[src/hw/rtl/asd_pkg.sv]
// Types, constants and codes for the accelerometer step detector.
// No dependencies; used by the controller, the datapath and the top level.
package asd_pkg;

  localparam int ACCEL_W       = 16;
  localparam int TIME_W        = 32;
  localparam int THRESH_W      = 15;
  localparam int REFRACT_W     = 16;
  localparam int CFG_INDEX_W   = 2;
  localparam int CFG_DATA_W    = 16;
  localparam int STEP_COUNT_W  = 24;
  localparam int COUNT_WIDTH_DEF = 24;
  localparam int LEVEL_W       = 24;
  localparam int COEF_W        = 16;
  localparam int PROD_W        = LEVEL_W + COEF_W;
  localparam int SUMSQ_W       = 32;
  localparam int ROOT_W        = 16;
  localparam int MAG_SHIFT     = 8;
  localparam int DIFF_W        = LEVEL_W + 1;
  localparam int DELTA_W       = 16;
  localparam int CNT_W         = 4;

  localparam logic [COEF_W-1:0]   FAST_KEEP = 16'd55706;
  localparam logic [COEF_W-1:0]   FAST_TAKE = 16'd9830;
  localparam logic [COEF_W-1:0]   SLOW_KEEP = 16'd65208;
  localparam logic [COEF_W-1:0]   SLOW_TAKE = 16'd328;
  localparam logic [PROD_W:0]     ROUND_HALF = 41'd32768;
  localparam logic [LEVEL_W-1:0]  ONE_G_Q20 = 24'd1048576;
  localparam logic [SUMSQ_W-1:0]  ROOT_TOP_BIT = 32'h4000_0000;

  localparam logic [THRESH_W-1:0]  PEAK_RESET    = 15'd737;
  localparam logic [THRESH_W-1:0]  REARM_RESET   = 15'd246;
  localparam logic [REFRACT_W-1:0] REFRACT_RESET = 16'd280;

  localparam logic [CNT_W-1:0] SQUARE_LAST = 4'd2;
  localparam logic [CNT_W-1:0] ROOT_LAST   = 4'd15;

  typedef enum logic [CFG_INDEX_W-1:0] {
    REG_PEAK_THRESHOLD  = 2'd0,
    REG_REARM_THRESHOLD = 2'd1,
    REG_REFRACT_TIME    = 2'd2
  } cfg_reg_t;

  typedef enum logic [1:0] {
    AXIS_X = 2'd0,
    AXIS_Y = 2'd1,
    AXIS_Z = 2'd2
  } axis_t;

  typedef enum logic [3:0] {
    OP_NONE,
    OP_LOAD,
    OP_SQUARE,
    OP_ROOT,
    OP_MUL_FAST,
    OP_ADD_FAST,
    OP_MUL_SLOW,
    OP_ADD_SLOW,
    OP_DETECT
  } dp_op_t;

  typedef enum logic [2:0] {
    ST_IDLE,
    ST_SQUARE,
    ST_ROOT,
    ST_MUL_FAST,
    ST_ADD_FAST,
    ST_MUL_SLOW,
    ST_ADD_SLOW,
    ST_DETECT
  } state_t;

  typedef struct packed {
    dp_op_t op;
    axis_t  axis;
  } dp_cmd_t;

  typedef struct packed {
    logic clear;
  } dp_status_t;

endpackage

[src/hw/rtl/asd_ctrl.sv]
// Sequencing state machine for the step detector.
// Depends on asd_pkg; drives the datapath by command and reads its status.
module asd_ctrl (
  input  logic               clk,
  input  logic               rst,
  input  logic               in_valid,
  output logic               in_ready,
  output logic               out_valid,
  input  logic               out_ready,
  input  asd_pkg::dp_status_t stat,
  output asd_pkg::dp_cmd_t   ctl
);
  import asd_pkg::*;

  state_t           state, state_next;
  logic [CNT_W-1:0] cnt, cnt_next;
  logic             out_valid_next;
  logic             fire;

  always_ff @(posedge clk) begin
    if (rst) begin
      state     <= ST_IDLE;
      cnt       <= '0;
      out_valid <= 1'b0;
    end else begin
      state     <= state_next;
      cnt       <= cnt_next;
      out_valid <= out_valid_next;
    end
  end

  always_comb begin
    state_next = state;
    cnt_next   = cnt;
    in_ready   = 1'b0;
    fire       = 1'b0;
    ctl.op     = OP_NONE;
    ctl.axis   = AXIS_X;
    case (state)
      ST_IDLE: begin
        in_ready = 1'b1;
        cnt_next = '0;
        if (in_valid) begin
          ctl.op     = OP_LOAD;
          state_next = ST_SQUARE;
        end
      end
      ST_SQUARE: begin
        if (stat.clear) begin
          state_next = ST_DETECT;
        end else begin
          ctl.op   = OP_SQUARE;
          ctl.axis = axis_t'(cnt[1:0]);
          if (cnt == SQUARE_LAST) begin
            cnt_next   = '0;
            state_next = ST_ROOT;
          end else begin
            cnt_next = cnt + 1'b1;
          end
        end
      end
      ST_ROOT: begin
        ctl.op = OP_ROOT;
        if (cnt == ROOT_LAST) begin
          cnt_next   = '0;
          state_next = ST_MUL_FAST;
        end else begin
          cnt_next = cnt + 1'b1;
        end
      end
      ST_MUL_FAST: begin
        ctl.op     = OP_MUL_FAST;
        state_next = ST_ADD_FAST;
      end
      ST_ADD_FAST: begin
        ctl.op     = OP_ADD_FAST;
        state_next = ST_MUL_SLOW;
      end
      ST_MUL_SLOW: begin
        ctl.op     = OP_MUL_SLOW;
        state_next = ST_ADD_SLOW;
      end
      ST_ADD_SLOW: begin
        ctl.op     = OP_ADD_SLOW;
        state_next = ST_DETECT;
      end
      ST_DETECT: begin
        if (!out_valid || out_ready) begin
          fire       = 1'b1;
          ctl.op     = OP_DETECT;
          state_next = ST_IDLE;
        end
      end
      default: begin
        state_next = ST_IDLE;
      end
    endcase
    out_valid_next = (out_valid && !out_ready) || fire;
  end

endmodule

[src/hw/rtl/asd_datapath.sv]
// Datapath of the step detector: squares, iterative root, two low-pass filters,
// peak logic, step counter, configuration registers and the result register.
// Depends on asd_pkg; sequenced by asd_ctrl.
module asd_datapath #(
  parameter int COUNT_WIDTH = asd_pkg::COUNT_WIDTH_DEF
) (
  input  logic                                    clk,
  input  logic                                    rst,
  input  asd_pkg::dp_cmd_t                        ctl,
  output asd_pkg::dp_status_t                     stat,
  input  logic                                    cmd,
  input  logic signed [asd_pkg::ACCEL_W-1:0]      accel_x,
  input  logic signed [asd_pkg::ACCEL_W-1:0]      accel_y,
  input  logic signed [asd_pkg::ACCEL_W-1:0]      accel_z,
  input  logic [asd_pkg::TIME_W-1:0]              time_ms,
  input  logic                                    cfg_we,
  input  logic [asd_pkg::CFG_INDEX_W-1:0]         cfg_index,
  input  logic [asd_pkg::CFG_DATA_W-1:0]          cfg_data,
  output logic [asd_pkg::STEP_COUNT_W-1:0]        step_count,
  output logic                                    new_step,
  output logic                                    peak_active,
  output logic signed [asd_pkg::DELTA_W-1:0]      level_delta
);
  import asd_pkg::*;

  localparam logic [COUNT_WIDTH-1:0] COUNT_MAX = {COUNT_WIDTH{1'b1}};

  logic [THRESH_W-1:0]  peak_threshold;
  logic [THRESH_W-1:0]  rearm_threshold;
  logic [REFRACT_W-1:0] refract_time;

  logic                       clear_cmd;
  logic signed [ACCEL_W-1:0]  ax, ay, az;
  logic [TIME_W-1:0]          now;

  logic [SUMSQ_W-1:0] rem;
  logic [SUMSQ_W-1:0] root;
  logic [SUMSQ_W-1:0] bit_q;
  logic [SUMSQ_W-1:0] trial;
  logic signed [ACCEL_W-1:0]   sq_sel;
  logic signed [SUMSQ_W-1:0]   sq;

  logic [LEVEL_W-1:0] fast_level;
  logic [LEVEL_W-1:0] slow_baseline;
  logic [LEVEL_W-1:0] mag;
  logic [LEVEL_W-1:0] keep_a, take_a;
  logic [COEF_W-1:0]  keep_b, take_b;
  logic [PROD_W-1:0]  p_keep, p_take;
  logic [PROD_W:0]    filt_sum;

  logic                       in_peak, in_peak_next;
  logic [TIME_W-1:0]          last_step_time, last_step_time_next;
  logic [COUNT_WIDTH-1:0]     count_reg, count_reg_next;
  logic                       step_hit;
  logic signed [DIFF_W-1:0]   diff;
  logic signed [DIFF_W-1:0]   peak_q20, rearm_q20;
  logic [TIME_W-1:0]          elapsed;
  logic signed [DIFF_W-MAG_SHIFT-1:0] diff_q12;
  logic signed [DELTA_W-1:0]  delta_sat;

  assign stat.clear = clear_cmd;

  always_ff @(posedge clk) begin
    if (rst) begin
      peak_threshold  <= PEAK_RESET;
      rearm_threshold <= REARM_RESET;
      refract_time    <= REFRACT_RESET;
    end else if (cfg_we) begin
      case (cfg_reg_t'(cfg_index))
        REG_PEAK_THRESHOLD:  peak_threshold  <= cfg_data[THRESH_W-1:0];
        REG_REARM_THRESHOLD: rearm_threshold <= cfg_data[THRESH_W-1:0];
        REG_REFRACT_TIME:    refract_time    <= cfg_data[REFRACT_W-1:0];
        default: begin
        end
      endcase
    end
  end

  // Squaring and the restoring square root.
  always_comb begin
    case (ctl.axis)
      AXIS_X:  sq_sel = ax;
      AXIS_Y:  sq_sel = ay;
      AXIS_Z:  sq_sel = az;
      default: sq_sel = ax;
    endcase
  end

  assign sq    = sq_sel * sq_sel;
  assign trial = root + bit_q;
  assign mag   = {root[ROOT_W-1:0], {MAG_SHIFT{1'b0}}};

  always_ff @(posedge clk) begin
    case (ctl.op)
      OP_LOAD: begin
        clear_cmd <= cmd;
        ax        <= accel_x;
        ay        <= accel_y;
        az        <= accel_z;
        now       <= time_ms;
        rem       <= '0;
        root      <= '0;
        bit_q     <= ROOT_TOP_BIT;
      end
      OP_SQUARE: begin
        rem <= rem + $unsigned(sq);
      end
      OP_ROOT: begin
        if (rem >= trial) begin
          rem  <= rem - trial;
          root <= (root >> 1) + bit_q;
        end else begin
          root <= root >> 1;
        end
        bit_q <= bit_q >> 2;
      end
      default: begin
      end
    endcase
  end

  // Filter multiplies, shared between the fast and the slow update.
  always_comb begin
    if (ctl.op == OP_MUL_SLOW) begin
      keep_a = slow_baseline;
      keep_b = SLOW_KEEP;
      take_a = fast_level;
      take_b = SLOW_TAKE;
    end else begin
      keep_a = fast_level;
      keep_b = FAST_KEEP;
      take_a = mag;
      take_b = FAST_TAKE;
    end
  end

  assign filt_sum = {1'b0, p_keep} + {1'b0, p_take} + ROUND_HALF;

  always_ff @(posedge clk) begin
    if (ctl.op == OP_MUL_FAST || ctl.op == OP_MUL_SLOW) begin
      p_keep <= PROD_W'(keep_a) * PROD_W'(keep_b);
      p_take <= PROD_W'(take_a) * PROD_W'(take_b);
    end
  end

  // Peak detection, refractory time and the saturating counter.
  assign diff      = $signed({1'b0, fast_level}) - $signed({1'b0, slow_baseline});
  assign peak_q20  = $signed({2'b00, peak_threshold, {MAG_SHIFT{1'b0}}});
  assign rearm_q20 = $signed({2'b00, rearm_threshold, {MAG_SHIFT{1'b0}}});
  assign elapsed   = now - last_step_time;
  assign diff_q12  = diff[DIFF_W-1:MAG_SHIFT];

  always_comb begin
    in_peak_next        = in_peak;
    last_step_time_next = last_step_time;
    count_reg_next      = count_reg;
    step_hit            = 1'b0;
    if (clear_cmd) begin
      count_reg_next = '0;
    end else if (!in_peak && diff > peak_q20 && elapsed > TIME_W'(refract_time)) begin
      step_hit            = 1'b1;
      in_peak_next        = 1'b1;
      last_step_time_next = now;
      if (count_reg != COUNT_MAX) begin
        count_reg_next = count_reg + 1'b1;
      end
    end else if (in_peak && diff < rearm_q20) begin
      in_peak_next = 1'b0;
    end

    if (diff_q12 > $signed(DELTA_W'(16'sh7fff))) begin
      delta_sat = 16'sh7fff;
    end else if (diff_q12 < -$signed((DELTA_W + 1)'(17'sh08000))) begin
      delta_sat = 16'sh8000;
    end else begin
      delta_sat = diff_q12[DELTA_W-1:0];
    end
  end

  always_ff @(posedge clk) begin
    if (rst) begin
      fast_level     <= ONE_G_Q20;
      slow_baseline  <= ONE_G_Q20;
      in_peak        <= 1'b0;
      last_step_time <= '0;
      count_reg      <= '0;
    end else begin
      case (ctl.op)
        OP_ADD_FAST: fast_level    <= filt_sum[PROD_W-1:COEF_W];
        OP_ADD_SLOW: slow_baseline <= filt_sum[PROD_W-1:COEF_W];
        OP_DETECT: begin
          in_peak        <= in_peak_next;
          last_step_time <= last_step_time_next;
          count_reg      <= count_reg_next;
        end
        default: begin
        end
      endcase
    end
  end

  always_ff @(posedge clk) begin
    if (ctl.op == OP_DETECT) begin
      step_count  <= STEP_COUNT_W'(count_reg_next);
      new_step    <= step_hit;
      peak_active <= in_peak_next;
      level_delta <= delta_sat;
    end
  end

endmodule

[src/hw/rtl/accel_step_detector.sv]
// Step detector top level. A sample beat is loaded, its axes squared and summed,
// its root taken in the sixteen passes of the square root unit, both filters
// updated and the result registered in the detect state; no new beat is taken
// until then. A clear beat goes from the square state to the detect state.
// Reset clears the filters to 1 g, the count, the peak flag and the last step
// time, and loads the register defaults; configuration writes are always taken.
module accel_step_detector #(
  parameter int COUNT_WIDTH = asd_pkg::COUNT_WIDTH_DEF
) (
  input  logic                                 clk,
  input  logic                                 rst,
  input  logic                                 in_valid,
  output logic                                 in_ready,
  input  logic                                 cmd,
  input  logic signed [asd_pkg::ACCEL_W-1:0]   accel_x,
  input  logic signed [asd_pkg::ACCEL_W-1:0]   accel_y,
  input  logic signed [asd_pkg::ACCEL_W-1:0]   accel_z,
  input  logic [asd_pkg::TIME_W-1:0]           time_ms,
  output logic                                 out_valid,
  input  logic                                 out_ready,
  output logic [asd_pkg::STEP_COUNT_W-1:0]     step_count,
  output logic                                 new_step,
  output logic                                 peak_active,
  output logic signed [asd_pkg::DELTA_W-1:0]   level_delta,
  input  logic                                 cfg_valid,
  output logic                                 cfg_ready,
  input  logic [asd_pkg::CFG_INDEX_W-1:0]      cfg_index,
  input  logic [asd_pkg::CFG_DATA_W-1:0]       cfg_data
);
  import asd_pkg::*;

  dp_cmd_t    ctl;
  dp_status_t stat;

  assign cfg_ready = 1'b1;

  asd_ctrl u_ctrl (
    .clk       (clk),
    .rst       (rst),
    .in_valid  (in_valid),
    .in_ready  (in_ready),
    .out_valid (out_valid),
    .out_ready (out_ready),
    .stat      (stat),
    .ctl       (ctl)
  );

  asd_datapath #(
    .COUNT_WIDTH (COUNT_WIDTH)
  ) u_datapath (
    .clk         (clk),
    .rst         (rst),
    .ctl         (ctl),
    .stat        (stat),
    .cmd         (cmd),
    .accel_x     (accel_x),
    .accel_y     (accel_y),
    .accel_z     (accel_z),
    .time_ms     (time_ms),
    .cfg_we      (cfg_valid),
    .cfg_index   (cfg_index),
    .cfg_data    (cfg_data),
    .step_count  (step_count),
    .new_step    (new_step),
    .peak_active (peak_active),
    .level_delta (level_delta)
  );

endmodule

[config.mk]
export PLATFORM = sky130hd
export DESIGN_NAME = accel_step_detector
export DESIGN_NICKNAME = d
export VERILOG_FILES = /design/src/hw/rtl/asd_pkg.sv /design/src/hw/rtl/asd_ctrl.sv /design/src/hw/rtl/asd_datapath.sv /design/src/hw/rtl/accel_step_detector.sv
export SDC_FILE = /design/constraint.sdc
export NUM_CORES = 2
export LEC_CHECK = 0
export BUFFER_PORTS_ARGS = -buffer_cell sky130_fd_sc_hd__buf_2
export CAP_MARGIN = 5
export CORE_ASPECT_RATIO = 1.4
export CORE_MARGIN = 2
export CORE_UTILIZATION = 50
export CTS_CLUSTER_SIZE = 40
export DETAILED_ROUTE_END_ITERATION = 6
export GPL_ROUTABILITY_DRIVEN = 0
export HOLD_SLACK_MARGIN = 0.1
export PLACE_DENSITY_LB_ADDON = 0.05
export SLEW_MARGIN = 20
export SYNTH_ARGS = -nofsm -noshare
export SYNTH_HDL_FRONTEND = slang
export SYNTH_SLANG_ARGS = --single-unit
[constraint.sdc]
create_clock -name clk -period 20.5 [get_ports clk]
set_clock_uncertainty 0.1 [all_clocks]
set_input_delay 3.075 -clock clk [delete_from_list [all_inputs] [get_ports clk]]
set_output_delay 3.075 -clock clk [all_outputs]
set_load 0.005 [all_outputs]
After elaboration in Yosys (flattened, before gate mapping)
Index checks and enable logic that the tools add are counted.
- ROM bits: 0
- RAM bits: 0
- register bits after elaboration: 458
- latch bits: 0
- memories: 0
- word-level logic and storage cells: 131
- output and inout port bits: 45
- reductions and logical operators: 22
- muxes and demuxes: 36
- shifts and indexed selects: 0
- div/mod/pow operators: 0
- eq/ne operators: 28
- multipliers: 3
- add/subtract/negate cells: 10
- order comparisons: 6
- bitwise logic cells: 1
- operators with widths (kind ; count):
    32-bit case mux with 2 select lines ; 2
    24-bit 2-to-1 mux ; 5
    32-bit case mux with 3 select lines ; 1
    32-bit adder ; 2
    32-bit 2-to-1 mux ; 2
    32-bit subtractor ; 2
    40-bit by 16-bit adder with 40-bit output (second input constant) ; 1
    40-bit adder ; 1
    24-bit by 16-bit multiplier with 40-bit output ; 1
    24-bit by 14-bit multiplier with 38-bit output ; 1
    31-bit by 32-bit adder with 32-bit output ; 1
    32-bit greater-or-equal comparator ; 1
    32-bit by 16-bit greater-than comparator with 1-bit output ; 1
    16-bit by 16-bit multiplier with 32-bit output ; 1
    16-bit case mux with 2 select lines ; 1
    4-bit case mux with 8 select lines ; 1
    14-bit 2-to-1 mux ; 2
    25-bit by 24-bit greater-than comparator with 1-bit output ; 1
    25-bit by 24-bit < comparator with 1-bit output ; 1
    24-bit by 24-bit subtractor with 25-bit output ; 1
    24-bit by 1-bit adder with 24-bit output (second input constant) ; 1
    24-bit != test (second input constant) ; 1
    3-bit case mux with 8 select lines ; 1
    4-bit 2-to-1 mux ; 5
    other kinds (31) ; 69

Depth between registers and ports, before layout
- depth after elaboration: 7
- gate-level depth with buffers: 38

Modules after synthesis
From an unflattened synthesis, not the netlist that was laid out.
- cell total of the unflattened synthesis: 5372
- area, all modules: 50966.4 µm²
- by module, submodules not included (module ; seq. area each (µm²) ; instances ; cells each ; area each (µm²)):
    asd_datapath ; 11431.0 ; 1 ; 5303 ; 50435.9
    asd_ctrl ; 160.2 ; 1 ; 67 ; 519.2
    accel_step_detector ; 0.0 ; 1 ; 2 ; 11.3

Worst setup path before layout
No wires, ideal clock.
- kind: input port to flip-flop
- start: input in_valid
- end: register u_datapath.p_keep[39] (data pin)
- arrival time: 9.892 ns
- slack: 10.248 ns
- stages on the path: 26
- required time: 20.140 ns
- cell sequence: a21boi_0 nand2_1 nor3_1 clkbuf_1 clkbuf_1 nand2_1 fa_1 inv_1 fa_1 fa_1 fa_1 fa_1 inv_1 fa_1 inv_1 ha_1 a21o_1 a21o_1 nor4_1 o311ai_1 a221oi_1 a311o_1 nor3_1 o31a_1 nor2_1 xnor2_1
- longest elaborated chain between the ends: 5
- RTL lines (element ; line ; source):
    from (decl) ; accel_step_detector.sv:12 ; input logic in_valid,
    1-bit 2-to-1 mux * ; asd_ctrl.sv:43 ; if (in_valid) begin
    4-bit case mux with 8 select lines * ; asd_ctrl.sv:39 ; case (state)
    4-bit by 3-bit equality test with 1-bit output * ; asd_datapath.sv:124 ; if (ctl.op == OP_MUL_SLOW) begin
    24-bit 2-to-1 mux or 14-bit 2-to-1 mux (tied branches) ; asd_datapath.sv:124 ;
    24-bit by 16-bit multiplier with 40-bit output * ; asd_datapath.sv:141 ; p_keep <= PROD_W'(keep_a) * PROD_W'(keep_b);
    to (signal assigned) ; asd_datapath.sv:141 ;
    to (decl) ; asd_datapath.sv:48 ; logic [PROD_W-1:0] p_keep, p_take;
Every way passes the cells marked *; elsewhere a longest branch is shown, timed or not.
A chain may end at the register's enable or synchronous reset.

Worst setup path in the final report
Ends and elaborated chain as after synthesis.

==> reports/results.env <==
STATUS='finished clean'
CTS_TREE='done'
REG2REG_SETUP_SLACK_NS=9.96
WORSTHOLDENDPOINT='u_datapath.rearm_threshold[11]'
WORSTMARGINPINSLEW_NS=1.156
CLK_PIN_SLEW_WORST_PATHS_NS=0.06
MAX_CAP_VIOLATIONS=0
CORE_AREA_UM2=102300
CLOCKROOTBUFFER='sky130_fd_sc_hd__clkbuf_16'
CRITPATHSLOWESTCELL='sky130_fd_sc_hd__buf_4'
GRT_PASS1_WL_UM=218100
CPMOSTUSEDCELL='sky130_fd_sc_hd__fa_1'
SYNTH-EDFF-COUNT=279
CTS_SETUP_BUFFERS=0
FINAL_LAYOUT_SIZE_SUFFIX_GT1_FRAC=0.05718
YOSYS_WARNING_COUNT=0
CLOCK_TREE.BUFFER_DEPTH=3
DESIGN.DIE.AREA_UM2=105500
POSTROUTEANTENNANETS=0
TOP_REGS='u_datapath.p_keep: 39 flops, u_datapath.p_take: 37 flops'
GRT_ANTENNA_BEFORE_REPAIR=4
STD_CELL_ROWS=139
WORST_EP_REQUIRED_TIME_NS=20.77
TOP_REGISTER='u_datapath.p_keep'
SYNTH-ASYNC-RESET-RATIO=0
INITIAL_CORE_UTIL=0.5029
DIE_HEIGHT_UM=383.5
LARGEST_REG_FLOPS=39
CLOCK_SINKS=438
ROUTE.DETAILED.DRC=0
FINAL_HOLD_VIOL_COUNT=0
PIN_COUNT=149
SETUP.WORST_PATH.END_CLASS='register'
WORST_SETUP_PATH_START_KIND='primary input'
FINAL-MAX-SLEW-VIOLATION-COUNT=0
SYNTH-SEQ-AREA-SHARE=0.2248
SYNTH_CELL_TYPES=96
WORST_R2R_STARTPOINT='u_ctrl.state[1]'
YOSYS-TOP-CELLS-AREA='sky130_fd_sc_hd__fa_1 (23%), sky130_fd_sc_hd__ha_1 (17%), sky130_fd_sc_hd__edfxtp_1 (16%), sky130_fd_sc_hd__inv_1 (7.3%), sky130_fd_sc_hd__dfxtp_1 (6.2%)'
POSTROUTEWIRELENGTH_UM=137000
ROUTEDWLPERCELL_UM=19.60
PLACE.DETAILED.HPWL_UM=113600
CLKLATENCYLATEPIN_NS=0.64
LARGEST_NET_DEGREE_AT_THE_START_OF_GLOBAL_ROUTING=80
AVERAGE_CELL_AREA_AFTER_SYNTHESIS_UM2=9.401
FINALSETUPTNS_NS=0
VIAS=38149
SLEW_HEADROOM=0.2094
PORT_BUFFER_COUNT=147
NUM_CTS_BUFFERS=48
POST_CTS.RESIZED_INSTANCES=0
HOLDCRITSTARTPOINT='u_datapath.rearm_threshold[11]'
GRT_PASS1_VIAS=40120
FINAL.MIN_CLOCK_PERIOD_NS=11.22
WORST-R2R-CELL-COUNT=33
SYNTH_SEQ_CELLS=438
WORSTPATHARRIVAL_NS=11.49
INITIALDRTVIOLATIONCOUNT=2060
SYNTH_CELLS=5471
MIN_PATH_TYPE='reg -> reg'
CTS-HOLD-FIX-BUFFERS=0
SYNTH_FLOP_CELL='sky130_fd_sc_hd__edfxtp_1'
FMAX_MHz=89.11
POST_DRT_VIA_CELL_RATIO=5.458
POST-SYNTH-TOP-AREA-CELL='sky130_fd_sc_hd__fa_1'
FLOORPLAN.DIE.WIDTH_UM=275.1
RSZ0062_AT_GRT='false'
WORST-SETUP-PATH-TYPE='in -> reg'
OVERFLOW=0
WORST_R2R_ENDPOINT='u_datapath.rem[31]'
FINAL_NETS=6993
POST-ROUTE-PERIOD-UTIL=0.5474
CRITICAL_PATH.MAX_FANOUT=60
SYNTHTOLAYOUTAREAGROWTH_PCT=7.651
MIN_DELAY_PATH_DEPTH=2
CRIT_PATH_MAX_INCR_DELAY_NS=0.62
SYN_AREA_UM2=51430
SYNTHDOMINANTCELLAREASHARE=0.2335
CTSHTREEMAXLEVEL=2
FIRST_PASS_ITERS=5
GRT_USAGE=0.2652
NUMBER_OF_ENDPOINTS_FAILING_SETUP_AT_THE_FINAL_STAGE=0
## through the flow
stage / std cells / setup slack [ns] / utilization / area, µm² / hold slack, ns
final: 6990 / 9.278 / 0.5414 / 55370 / 0.3541
after floorplan: 5525 / 10.25 / - / 51630 / 0.3363
after detailed placement: 6898 / 8.717 / 0.5264 / 53830 / 0.3472
after CTS: 6988 / 9.304 / 0.5413 / 55350 / 0.3558
after global routing: 6989 / 8.666 / 0.5414 / 55360 / 0.3706
after global placement: 6898 / 8.870 / 0.5264 / 53830 / 0.3436
## synth_stat cells (47+ instances only)
cell type	instances
sky130_fd_sc_hd__inv_1	1004
sky130_fd_sc_hd__ha_1	680
sky130_fd_sc_hd__fa_1	600
sky130_fd_sc_hd__nand2_1	561
sky130_fd_sc_hd__nor2_1	314
sky130_fd_sc_hd__a21oi_1	294
sky130_fd_sc_hd__edfxtp_1	279
sky130_fd_sc_hd__dfxtp_1	159
sky130_fd_sc_hd__xnor2_1	152
sky130_fd_sc_hd__o21ai_0	145
sky130_fd_sc_hd__clkbuf_1	136
sky130_fd_sc_hd__xor2_1	102
sky130_fd_sc_hd__a21o_1	91
sky130_fd_sc_hd__nand3_1	77
sky130_fd_sc_hd__nor3_1	73
sky130_fd_sc_hd__o21a_1	50
sky130_fd_sc_hd__a31oi_1	47
## placed cells by master, fill, tap and decap left out, drive strengths merged, types with 17 or more instances in the layout
| master | count |
|---|---|
| clkbuf | 61 |
| o21ai | 156 |
| fa | 600 |
| o21a | 50 |
| conb | 56 |
| nand3 | 77 |
| a22oi | 21 |
| buf | 197 |
| or3 | 20 |
| a21oi | 296 |
| nand2 | 561 |
| and3 | 40 |
| o21bai | 28 |
| a21o | 91 |
| mux2i | 41 |
| o22ai | 29 |
| nand4 | 46 |
| ha | 680 |
| edfxtp | 279 |
| o211ai | 32 |
| nand2b | 28 |
| nor2 | 314 |
| a211oi | 48 |
| a31oi | 48 |
| inv | 1010 |
| or2 | 17 |
| xnor2 | 152 |
| clkinv | 21 |
| and2 | 43 |
| nor2b | 41 |
| xor2 | 102 |
| nor3 | 74 |
| dfxtp | 159 |
## worst max path at each step
stage                     slack (ns)                    end      from
after floorplan                10.25  u_datapath.p_keep[39]  in_valid
after global placement          8.87  u_datapath.p_keep[39]  in_valid
after detailed placement        8.72  u_datapath.p_keep[39]  in_valid
after CTS                       9.30  u_datapath.p_keep[39]  in_valid
after global routing            8.67  u_datapath.p_keep[39]  in_valid
final                           9.28  u_datapath.p_keep[39]  in_valid
## cells by family (layout without fill, tap and decap cells)
group,count (synthesis),after routing,synth area share
fa+ha+maj,1295,1295,0.4019
simple gates,1327,1327,0.1173
flops,438,438,0.2248
buf+inv,1174,1298,0.08636
other cells,2,58,0.0001460
xor+xnor,254,254,0.04325
compound gates,937,937,0.1177
mux,44,44,0.008636
## critical path, delay by kind of cell
family	cells	cell delay, ns
AO/OA/AOI/OAI	9	2.74
XOR/XNOR	2	0.37
adder cells (fa/ha/maj)	7	2.98
buffers and inverters	6	0.94
AND/OR/NAND/NOR	6	1.35
## final cells by class
| type | instances | area [µm²] |
|---|---|---|
| multi-input cells | 3913 | 35690 |
| fillers | 9533 | 46900 |
| inverters | 1011 | 3795 |
| well taps | 1339 | 1675 |
| repair buffers | 197 | 1114 |
| clock inverters | 29 | 265.3 |
| flip-flops and latches | 438 | 11560 |
| diodes | 2 | 5.005 |
| clock buffers | 61 | 1260 |
## metal layers
layer,vias to the layer above,part of all wire,global-route usage
met3,261,0.034,0.02600
met5,-,0.00017,0
met2,751,0.54,0.5047
met1,18728,0.38,0.2937
li1,18405,-,-
met4,4,0.051,0.1207
Power is left out: the tool's default activity adds up to more than one toggle a clock period on the data nets, which glitch-free logic cannot reach.
